**src/nfcfb_pkg.sv**
```systemverilog
`timescale 1ns / 1ps
// ----------------------------------------------------------------------------
// nfcfb_pkg
// Shared constants and types of the information frame builder: the fixed
// frame bytes, the length limits and the queue entry passed from the front
// part to the back part.
// ----------------------------------------------------------------------------
package nfcfb_pkg;

   // Fixed bytes of the host-to-controller information frame.
   localparam logic [7:0] HdrDataWrite = 8'h01;
   localparam logic [7:0] Preamble     = 8'h00;
   localparam logic [7:0] StartCode1   = 8'h00;
   localparam logic [7:0] StartCode2   = 8'hFF;
   localparam logic [7:0] DirHostOut   = 8'hD4;
   localparam logic [7:0] Postamble    = 8'h00;

   // Payload length limits.
   localparam logic [7:0] LenMin = 8'd1;
   localparam logic [7:0] LenMax = 8'd254;

   // Depth of the queue between the front and back parts.
   localparam int QueueDepth = 4;
   localparam int QueueAw    = $clog2(QueueDepth);

   // One classified payload byte, as the back part needs it.
   typedef struct packed {
      logic [7:0] data;       // payload byte itself
      logic [7:0] frame_len;  // LEN field of the frame head
      logic [7:0] data_csum;  // data checksum, valid when close is set
      logic       open;       // frame head goes before this byte
      logic       close;      // checksum and postamble go after this byte
   } entry_type;

endpackage

```
**src/nfc_command_frame_builder_unit.sv**
```systemverilog
`timescale 1ns / 1ps
`default_nettype none
// ----------------------------------------------------------------------------
// nfc_command_frame_builder_unit
// Builds host-to-controller information frames from a stream of payload bytes.
// ----------------------------------------------------------------------------
// Payload bytes are accepted one per cycle while the internal four-entry
// queue has room. The output register sends one frame byte per cycle while
// the receiver is ready: a middle payload byte yields one frame byte, the
// first byte of a frame eight (seven head bytes and the byte), the last byte
// three (byte, data checksum and postamble) and a single-byte frame ten.
// Sustained throughput is therefore set by the output register; back-to-back
// payload bytes inside a frame stream at one per cycle while it is not stalled.
module nfc_command_frame_builder_unit (
   input  wire        clock,
   input  wire        reset,
   input  wire        req_valid,
   output logic       req_ready,
   input  wire  [7:0] req_payload_byte,
   input  wire  [7:0] req_payload_length,
   output logic       rsp_valid,
   input  wire        rsp_ready,
   output logic [7:0] rsp_frame_byte,
   output logic       rsp_end_of_frame,
   output logic       rsp_last_of_run
);

   logic                 push;
   logic                 pop;
   logic                 queue_full;
   logic                 queue_not_empty;
   nfcfb_pkg::entry_type push_entry;
   nfcfb_pkg::entry_type head_entry;

   // Front part: accept and classify.
   nfcfb_front u_front (
      .clock              (clock),
      .reset              (reset),
      .req_valid          (req_valid),
      .req_ready          (req_ready),
      .req_payload_byte   (req_payload_byte),
      .req_payload_length (req_payload_length),
      .queue_full         (queue_full),
      .push               (push),
      .push_entry         (push_entry)
   );

   // Queue between the two parts.
   nfcfb_queue u_queue (
      .clock      (clock),
      .reset      (reset),
      .push       (push),
      .push_entry (push_entry),
      .pop        (pop),
      .full       (queue_full),
      .not_empty  (queue_not_empty),
      .head_entry (head_entry)
   );

   // Back part: emit the frame bytes.
   nfcfb_back u_back (
      .clock            (clock),
      .reset            (reset),
      .entry_valid      (queue_not_empty),
      .entry            (head_entry),
      .pop              (pop),
      .rsp_valid        (rsp_valid),
      .rsp_ready        (rsp_ready),
      .rsp_frame_byte   (rsp_frame_byte),
      .rsp_end_of_frame (rsp_end_of_frame),
      .rsp_last_of_run  (rsp_last_of_run)
   );

endmodule
`default_nettype wire

```
**src/nfcfb_front.sv**
```systemverilog
`timescale 1ns / 1ps
`default_nettype none
// ----------------------------------------------------------------------------
// nfcfb_front
// Accepts payload bytes, keeps the byte count and the running sum of the open
// frame, and classifies each byte as opening and/or closing a frame.
// ----------------------------------------------------------------------------
module nfcfb_front (
   input  wire                   clock,
   input  wire                   reset,
   input  wire                   req_valid,
   output logic                  req_ready,
   input  wire  [7:0]            req_payload_byte,
   input  wire  [7:0]            req_payload_length,
   input  wire                   queue_full,
   output logic                  push,
   output nfcfb_pkg::entry_type  push_entry
);

   logic [7:0] bytes_seen_ff;
   logic [7:0] bytes_seen_in;
   logic [7:0] running_sum_ff;
   logic [7:0] running_sum_in;

   logic [7:0] len;
   logic       first;
   logic [7:0] sum_base;
   logic [7:0] sum_new;
   logic [8:0] seen_new;
   logic       close;

   // Clamp the length and classify the byte against the open frame.
   always_comb begin
      if (req_payload_length < nfcfb_pkg::LenMin) begin
         len = nfcfb_pkg::LenMin;
      end else if (req_payload_length > nfcfb_pkg::LenMax) begin
         len = nfcfb_pkg::LenMax;
      end else begin
         len = req_payload_length;
      end
      first    = (bytes_seen_ff == 8'd0);
      sum_base = first ? nfcfb_pkg::DirHostOut : running_sum_ff;
      sum_new  = sum_base + req_payload_byte;
      seen_new = {1'b0, bytes_seen_ff} + 9'd1;
      close    = (seen_new >= {1'b0, len});
   end

   assign req_ready = !queue_full;
   assign push      = req_valid && req_ready;

   always_comb begin
      push_entry.data      = req_payload_byte;
      push_entry.frame_len = len + 8'd1;
      push_entry.data_csum = 8'd0 - sum_new;
      push_entry.open      = first;
      push_entry.close     = close;
   end

   // Frame state after this transaction; a closing byte returns to no frame.
   always_comb begin
      bytes_seen_in  = bytes_seen_ff;
      running_sum_in = running_sum_ff;
      if (push) begin
         if (close) begin
            bytes_seen_in  = 8'd0;
            running_sum_in = 8'd0;
         end else begin
            bytes_seen_in  = seen_new[7:0];
            running_sum_in = sum_new;
         end
      end
   end

   always_ff @(posedge clock) begin
      if (reset) begin
         bytes_seen_ff  <= 8'd0;
         running_sum_ff <= 8'd0;
      end else begin
         bytes_seen_ff  <= bytes_seen_in;
         running_sum_ff <= running_sum_in;
      end
   end

`ifndef SYNTH
   // With no frame open the sum must also be cleared.
   a_idle_sum_clear: assert property (@(posedge clock) disable iff (reset)
      (bytes_seen_ff == 8'd0) |-> (running_sum_ff == 8'd0))
      else $error("running sum not cleared while no frame is open");
`endif

endmodule
`default_nettype wire

```
**src/nfcfb_queue.sv**
```systemverilog
`timescale 1ns / 1ps
`default_nettype none
// ----------------------------------------------------------------------------
// nfcfb_queue
// Short first-in first-out queue of classified payload bytes between the
// front and back parts.
// ----------------------------------------------------------------------------
module nfcfb_queue (
   input  wire                   clock,
   input  wire                   reset,
   input  wire                   push,
   input  nfcfb_pkg::entry_type  push_entry,
   input  wire                   pop,
   output logic                  full,
   output logic                  not_empty,
   output nfcfb_pkg::entry_type  head_entry
);

   localparam int Aw = nfcfb_pkg::QueueAw;

   nfcfb_pkg::entry_type mem [nfcfb_pkg::QueueDepth];

   logic [Aw-1:0] wr_ptr_ff;
   logic [Aw-1:0] rd_ptr_ff;
   logic [Aw:0]   count_ff;
   logic [Aw:0]   count_in;

   assign full       = (count_ff == (Aw+1)'(nfcfb_pkg::QueueDepth));
   assign not_empty  = (count_ff != '0);
   assign head_entry = mem[rd_ptr_ff];

   // Occupancy follows pushes and pops of the same cycle.
   always_comb begin
      count_in = count_ff;
      unique case ({push, pop})
         2'b10:   count_in = count_ff + (Aw+1)'(1);
         2'b01:   count_in = count_ff - (Aw+1)'(1);
         default: count_in = count_ff;
      endcase
   end

   always_ff @(posedge clock) begin
      if (push) begin
         mem[wr_ptr_ff] <= push_entry;
      end
   end

   always_ff @(posedge clock) begin
      if (reset) begin
         wr_ptr_ff <= '0;
         rd_ptr_ff <= '0;
         count_ff  <= '0;
      end else begin
         if (push) begin
            wr_ptr_ff <= wr_ptr_ff + Aw'(1);
         end
         if (pop) begin
            rd_ptr_ff <= rd_ptr_ff + Aw'(1);
         end
         count_ff <= count_in;
      end
   end

`ifndef SYNTH
   a_no_overflow: assert property (@(posedge clock) disable iff (reset)
      full |-> !push)
      else $error("push into a full queue");
   a_no_underflow: assert property (@(posedge clock) disable iff (reset)
      !not_empty |-> !pop)
      else $error("pop from an empty queue");
`endif

endmodule
`default_nettype wire

```
**src/nfcfb_back.sv**
```systemverilog
`timescale 1ns / 1ps
`default_nettype none
// ----------------------------------------------------------------------------
// nfcfb_back
// Steps through the frame bytes due for the head queue entry and holds each
// one in the output register until the link side takes it.
// ----------------------------------------------------------------------------
module nfcfb_back (
   input  wire                   clock,
   input  wire                   reset,
   input  wire                   entry_valid,
   input  nfcfb_pkg::entry_type  entry,
   output logic                  pop,
   output logic                  rsp_valid,
   input  wire                   rsp_ready,
   output logic [7:0]            rsp_frame_byte,
   output logic                  rsp_end_of_frame,
   output logic                  rsp_last_of_run
);

   typedef enum logic [3:0] {
      STEP_HDR,
      STEP_PRE,
      STEP_SC1,
      STEP_SC2,
      STEP_LEN,
      STEP_LCS,
      STEP_DIR,
      STEP_DATA,
      STEP_DCS,
      STEP_POST
   } step_type;

   step_type   step_ff;
   step_type   cur_step;
   step_type   next_step;
   logic       final_step;
   logic       load;
   logic [7:0] byte_sel;

   logic       rsp_valid_ff;
   logic       rsp_valid_in;
   logic [7:0] rsp_frame_byte_ff;
   logic       rsp_end_of_frame_ff;
   logic       rsp_last_of_run_ff;

   // A byte that opens no frame starts directly at the payload step.
   always_comb begin
      if (step_ff == STEP_HDR && !entry.open) begin
         cur_step = STEP_DATA;
      end else begin
         cur_step = step_ff;
      end
   end

   // Byte for the current step and the step after it.
   always_comb begin
      byte_sel   = nfcfb_pkg::Postamble;
      next_step  = STEP_HDR;
      final_step = 1'b0;
      unique case (cur_step)
         STEP_HDR: begin
            byte_sel  = nfcfb_pkg::HdrDataWrite;
            next_step = STEP_PRE;
         end
         STEP_PRE: begin
            byte_sel  = nfcfb_pkg::Preamble;
            next_step = STEP_SC1;
         end
         STEP_SC1: begin
            byte_sel  = nfcfb_pkg::StartCode1;
            next_step = STEP_SC2;
         end
         STEP_SC2: begin
            byte_sel  = nfcfb_pkg::StartCode2;
            next_step = STEP_LEN;
         end
         STEP_LEN: begin
            byte_sel  = entry.frame_len;
            next_step = STEP_LCS;
         end
         STEP_LCS: begin
            byte_sel  = 8'd0 - entry.frame_len;
            next_step = STEP_DIR;
         end
         STEP_DIR: begin
            byte_sel  = nfcfb_pkg::DirHostOut;
            next_step = STEP_DATA;
         end
         STEP_DATA: begin
            byte_sel   = entry.data;
            next_step  = STEP_DCS;
            final_step = !entry.close;
         end
         STEP_DCS: begin
            byte_sel  = entry.data_csum;
            next_step = STEP_POST;
         end
         STEP_POST: begin
            byte_sel   = nfcfb_pkg::Postamble;
            next_step  = STEP_HDR;
            final_step = 1'b1;
         end
         default: begin
            byte_sel   = nfcfb_pkg::Postamble;
            next_step  = STEP_HDR;
            final_step = 1'b1;
         end
      endcase
   end

   // Load the output register from a valid queue entry whenever it is empty or being emptied.
   assign load         = entry_valid && (!rsp_valid_ff || rsp_ready);
   assign pop          = load && final_step;
   assign rsp_valid_in = load || (rsp_valid_ff && !rsp_ready);

   // Step state and the output register move together on each load.
   always_ff @(posedge clock) begin
      if (reset) begin
         step_ff             <= STEP_HDR;
         rsp_valid_ff        <= 1'b0;
         rsp_frame_byte_ff   <= 8'd0;
         rsp_end_of_frame_ff <= 1'b0;
         rsp_last_of_run_ff  <= 1'b0;
      end else begin
         rsp_valid_ff <= rsp_valid_in;
         if (load) begin
            step_ff             <= final_step ? STEP_HDR : next_step;
            rsp_frame_byte_ff   <= byte_sel;
            rsp_end_of_frame_ff <= (cur_step == STEP_POST);
            rsp_last_of_run_ff  <= final_step;
         end
      end
   end

   assign rsp_valid        = rsp_valid_ff;
   assign rsp_frame_byte   = rsp_frame_byte_ff;
   assign rsp_end_of_frame = rsp_end_of_frame_ff;
   assign rsp_last_of_run  = rsp_last_of_run_ff;

`ifndef SYNTH
   // The postamble is always the last byte caused by its payload byte.
   a_eof_is_last: assert property (@(posedge clock) disable iff (reset)
      (rsp_valid_ff && rsp_end_of_frame_ff) |-> rsp_last_of_run_ff)
      else $error("end of frame without last of run");
   // A queue entry is released only at the end of its step sequence; the step rewinds to the frame head.
   a_pop_resets_step: assert property (@(posedge clock) disable iff (reset)
      pop |=> (step_ff == STEP_HDR))
      else $error("step counter not rewound after pop");
`endif

endmodule
`default_nettype wire

```
**config.mk**
```make
export PLATFORM = sky130hd
export DESIGN_NAME = nfc_command_frame_builder_unit
export DESIGN_NICKNAME = d
export VERILOG_FILES = /design/src/nfcfb_pkg.sv /design/src/nfc_command_frame_builder_unit.sv /design/src/nfcfb_front.sv /design/src/nfcfb_queue.sv /design/src/nfcfb_back.sv
export SDC_FILE = /design/constraint.sdc
export NUM_CORES = 1
export LEC_CHECK = 0
export ABC_AREA = 1
export BUFFER_PORTS_ARGS = -buffer_cell sky130_fd_sc_hd__buf_2
export CORE_AREA = 2 2 120 110
export DETAILED_ROUTE_END_ITERATION = 8
export DIE_AREA = 0 0 122 112
export GPL_TIMING_DRIVEN = 0
export PLACE_DENSITY = 0.74
export SLEW_MARGIN = 20
export SYNTH_ARGS = -nofsm -noshare
export SYNTH_HDL_FRONTEND = slang
export SYNTH_SLANG_ARGS = --single-unit
```
**constraint.sdc**
```tcl
create_clock -name clock -period 6.3 [get_ports clock]
set_clock_uncertainty 0.15 [all_clocks]
set_input_delay 0 -clock clock [delete_from_list [all_inputs] [get_ports clock]]
set_output_delay 0 -clock clock [all_outputs]
set_load 0.01 [all_outputs]
```
* Word-level counts from Yosys, hierarchy flattened *
Memory sizes are Yosys's and may differ from the RTL's. A register that Yosys moved wholly into a read port is not among the register bits.
Index checks and enable logic that the tools add are counted.

word-level totals
  bits in registers = 38
  memory bits (writable) = 104
  input bits = 20
  output and inout bits = 12
  memories kept = 1

operators by class
  add/subtract/negate cells = 9
  order comparisons = 3
  equal/unequal tests = 12
  mux-type cells = 15
  reduce and logical (&&, ||, !) cells = 18

memory list
  memory       words  bits a word  rd ports  clocked after Yosys merged registers in  wr ports  line               text
  u_queue.mem  4      26           1         1                                        1         nfcfb_queue.sv:21  nfcfb_pkg::entry_type mem [nfcfb_pkg::QueueDepth];

operators by type and width
  operator                                                                      count
  8-bit one-hot mux with 7 select lines                                         1
  8-bit 2-to-1 mux                                                              5
  4-bit one-hot mux with 9 select lines                                         1
  4-bit by 3-bit equality test with 1-bit output, second input constant         4
  1-bit by 8-bit subtractor with 8-bit output, first input constant             2
  8-bit by 1-bit adder with 9-bit output, second input constant                 1
  9-bit by 8-bit greater-or-equal comparator with 1-bit output                  1
  8-bit by 1-bit adder with 8-bit output, second input constant                 1
  8-bit adder                                                                   1
  4-bit by 2-bit equality test with 1-bit output, second input constant         2
  4-bit equality test, second input constant                                    2
  8-bit > comparator, second input constant                                     1
  4-bit zero test                                                               2
  8-bit zero test                                                               1
  8-bit by 1-bit less-than comparator with 1-bit output, second input constant  1
  4-bit 2-to-1 mux                                                              2
  8-bit OR reduction                                                            1
  3-bit one-hot mux with 2 select lines                                         1
  1-bit logical AND                                                             5
  1-bit zero test                                                               5
  2-bit by 1-bit adder with 2-bit output, second input constant                 2
  4-bit by 1-bit equality test with 1-bit output, second input constant         1
  2-bit 2-to-1 mux                                                              2
  3-bit by 1-bit adder with 3-bit output, second input constant                 1
  other kinds (9)                                                               11

* Longest topological paths before layout *
  depth after elaboration = 9
  mapped depth = 19

* Hierarchy *
A second synthesis with hierarchy kept.

second synthesis, totals
  cell total of the unflattened synthesis = 750
  area total of the unflattened synthesis = 7136.8 sq um

by module, submodules not included
  module       times used  cells each  area each (sq um)  seq. area each (sq um)
  nfcfb_queue  1           309         4291.6             3303.2
  nfcfb_front  1           270         1786.7             320.3
  nfcfb_back   1           171         1058.5             300.3

* Worst setup path before layout *
Ideal clock, no wire load.

  path kind = register -> register
  start point = register u_front.bytes_seen_ff[0]
  end point = memory u_queue.mem[0][9] in the netlist's numbering (data pin)
  library setup time = 0.269 ns
  arrival time = 2.463 ns
  path slack = 3.418 ns
  stages on the path, launching flop included = 14
  buffers on the path = 0
  period minus slack after synthesis = 2.882 ns
  cell sequence = dfxtp_1 -> inv_2 -> ha_1 -> nand4_1 -> inv_1 -> or2_2 -> ha_1 -> a21oi_1 -> nand2_1 -> xor2_1 -> inv_1 -> nor3_1 -> nand2_1 -> xor2_1

RTL lines
  what                      line               text
  start: declaration        nfcfb_front.sv:20  logic [7:0] bytes_seen_ff;
  start signal: assignment  nfcfb_front.sv:79  bytes_seen_ff <= bytes_seen_in;
  end: declaration          nfcfb_queue.sv:21

==> impl_metrics.ini <==
[global_routing]
grt_pass1_wl_um = 28480
grt_overflow = 0
grt_pass1_vias = 5742
grt_antenna_before_repair = 0
grt_max_degree = 22
globalRouteTotalUtil_pct = 27.41

[place]
placed_area_um2 = 7523
gp_congestion = 0.9174
dpl_worst_slack_ns = 2.784
hpwl_um = 11970
dp.cells = 941
io_buffer_count = 30

[sta]
drv_slew = 0
fin_crit_ns = 3.561
hold_viol = 0
slew_headroom_pct = 41.59
min_period_over_period_pct = 56.53
worstMarginPinSlew_ns = 0.8761
setup_tns_ns = 0
rsz0062_at_grt = false
max_freq_mhz = 280.8
setup_viol = 0
setup_ws_ns = 2.739

[yosys]
syn_area_um2 = 7028
yosys-top-cells-area = edfxtp_1 (44%), dfxtp_1 (11%), nand2_1 (7.2%)
netlist_instances = 743
avgSynthCellArea_um2 = 9.459
seq_area_frac_synth_pct = 55.83
yosysWarnings = 0
synth_largest_area_cell = edfxtp_1
yosysTopAreaCellShare_pct = 44.44
synth-seq-cells = 144
synthesis.nets = 789
synth_cell_types = 45

[die]
dieArea_um2 = 13660
core.rowCount = 39
start_util_pct = 56.48
die_y_um = 112
fp.coreArea_um2 = 12440
die_w_um = 122
ioPinCount = 32

[worst_setup_path]
crit_buf_inv = 3
crit_fanout = 11
cpPeakStageDelay_ns = 0.37
required_ns = 6.33
startpoint_type = flop
cp_data_arrival_time_ns = 3.59
path_class = flop to flop
end_kind = flop
crit_family = simple AND/OR/NAND/NOR gates
r2r_slack_ns = 2.74
crit_path_cell_trace = clkbuf_1 > nor2_1 > nand4_1 > inv_1 > or2_2 > ha_1 > a21oi_1 > nand2_1 > xor2_1 > inv_1 > nor3_1 > nand2_1 > xor2_1
cpMaxStageDelayCell = xor2_1

[final_layout]
final_common_cell = nand2_1
drive_above_1_share_pct = 14.22
layout.nets = 863
final_area_um2 = 8307
antennaDiodeCount = 0
final_cell_mix = nand2_1 (135), edfxtp_1 (104), nor2_1 (71), inv_1 (69), nand3_1 (45)
fill_cells = 951
area_growth_pct = 18.19
final_cells = 994

[power]
leakage_nw = 3.362
powerDensity_nw_per_um2 = 316.7
power_mw = 2.631
vdd_drop_max_mv = 0.1654

[route]
drc = 0
antenna_left = 0
dr.pass1.iters = 5
routed_wl_um = 17490
drtIter0Drc = 553
wl_per_cell_um = 17.60
vias_per_cell = 5.793
vias = 5758

[cts]
clk_latency_ns = 0.42
clk_pin_slew_ns = 0.06
cts-root-buf = clkbuf_16
htreeDepth = 4
cts_resized = 0
cts_buffers = 17
clk_path_buf_depth = 2
cts_sinks = 144
cts_tree = done

[flow_run]
drv_cap = 0

[min_path]
hp-class = primary input to flop

[run_status]
status = finished clean
[synthesized netlist by cell type (all sizes together)]
library cell  instances
o22ai                15
edfxtp              104
buf                  17
xnor2                 5
or2                   8
nor3                  7
a31oi                 2
clkinv                4
nand3b                1
xor2                 15
o22a                  1
fa                    2
o211ai                3
a211oi                1
inv                  77
clkbuf               13
o2111ai               1
o21bai                2
a31o                  1
nand3                49
nor2                 81
o31ai                 1
a21oi                44
nand4                31
dfxtp                40
o21ai                51
nand2b                1
ha                   24
nand2               142
[sequential cells by signal, indices dropped and copies added (netlist names), named ones only]
signal / flops
u_back.rsp_end_of_frame: 1
u_back.rsp_frame_byte: 8
u_back.rsp_last_of_run: 1
u_back.rsp_valid: 1
u_back.step_ff: 4
u_front.bytes_seen_ff: 8
u_front.running_sum_ff: 8
u_queue.count_ff: 3
u_queue.mem: 104
u_queue.rd_ptr_ff: 2
u_queue.wr_ptr_ff: 2
[power breakdown]
group / internal (mW) / leakage [nW] / switching (mW)
clock network: 0.580 / 0.267 / 0.388
logic: 0.172 / 1.82 / 0.349
registers: 1.11 / 1.28 / 0.0303
total: 1.86 / 3.36 / 0.767
[final timing paths]
check	cells past startpoint	start	end
worst min register to register	2	u_back.rsp_frame_byte[1]$_SDFFE_PP0P_	u_back.rsp_frame_byte[1]$_SDFFE_PP0P_
worst max-delay path	13	u_front.bytes_seen_ff[4]$_SDFFE_PP0P_	u_queue.mem[3][9]$_DFFE_PP_
worst min-delay path	2	req_payload_byte[4]	u_queue.mem[0][22]$_DFFE_PP_
worst max register to register	13	u_front.bytes_seen_ff[4]$_SDFFE_PP0P_	u_queue.mem[3][9]$_DFFE_PP_
[layout make-up]
class / instances / area (um^2) / area share [%]
Sequential cell: 144 / 3924 / 47.24
Buffer: 30 / 156.4 / 1.883
Multi-Input combinational cell: 488 / 2663 / 32.05
Timing Repair Buffer: 55 / 470.5 / 5.663
Clock buffer: 18 / 429.2 / 5.166
Clock inverter: 14 / 143.9 / 1.732
Inverter: 81 / 315.3 / 3.796
Tap cell: 164 / 205.2 / 2.470
[metal layers]
| metal | vias to the layer above | share of wire (%) | global-route usage (%) |
|---|---|---|---|
| met5 | - | 0 | 0 |
| met4 | 0 | 2.6 | 9.962 |
| met3 | 46 | 7.0 | 6.557 |
| met2 | 266 | 50 | 46.52 |
| met1 | 2757 | 40 | 34.11 |
| li1 | 2689 | - | - |
[cells by family after synthesis]
| logic type | share of synthesized area, % |
|---|---|
| compound gates | 9.400 |
| fa+ha+maj | 4.842 |
| buf+inv | 6.712 |
| flops | 55.83 |
| xor+xnor | 2.492 |
| simple gates | 20.72 |
[what timing repair did]
action                    in CTS  in global routing
hold buffers                  21                  0
hold endpoints to repair      74                  0
buffers inserted               0                  0
[per-stage QoR]
stage | hold slack, ns | utilization (%)
3_3_place_gp | 0.09644 | 59.34
2_1_floorplan | -0.05113 | -
3_5_place_dp | 0.09190 | 60.46
5_1_grt | 0.2417 | 66.76
4_1_cts | 0.2164 | 66.76
6_report | 0.2410 | 66.76
Power figures use the tool's default switching activity.
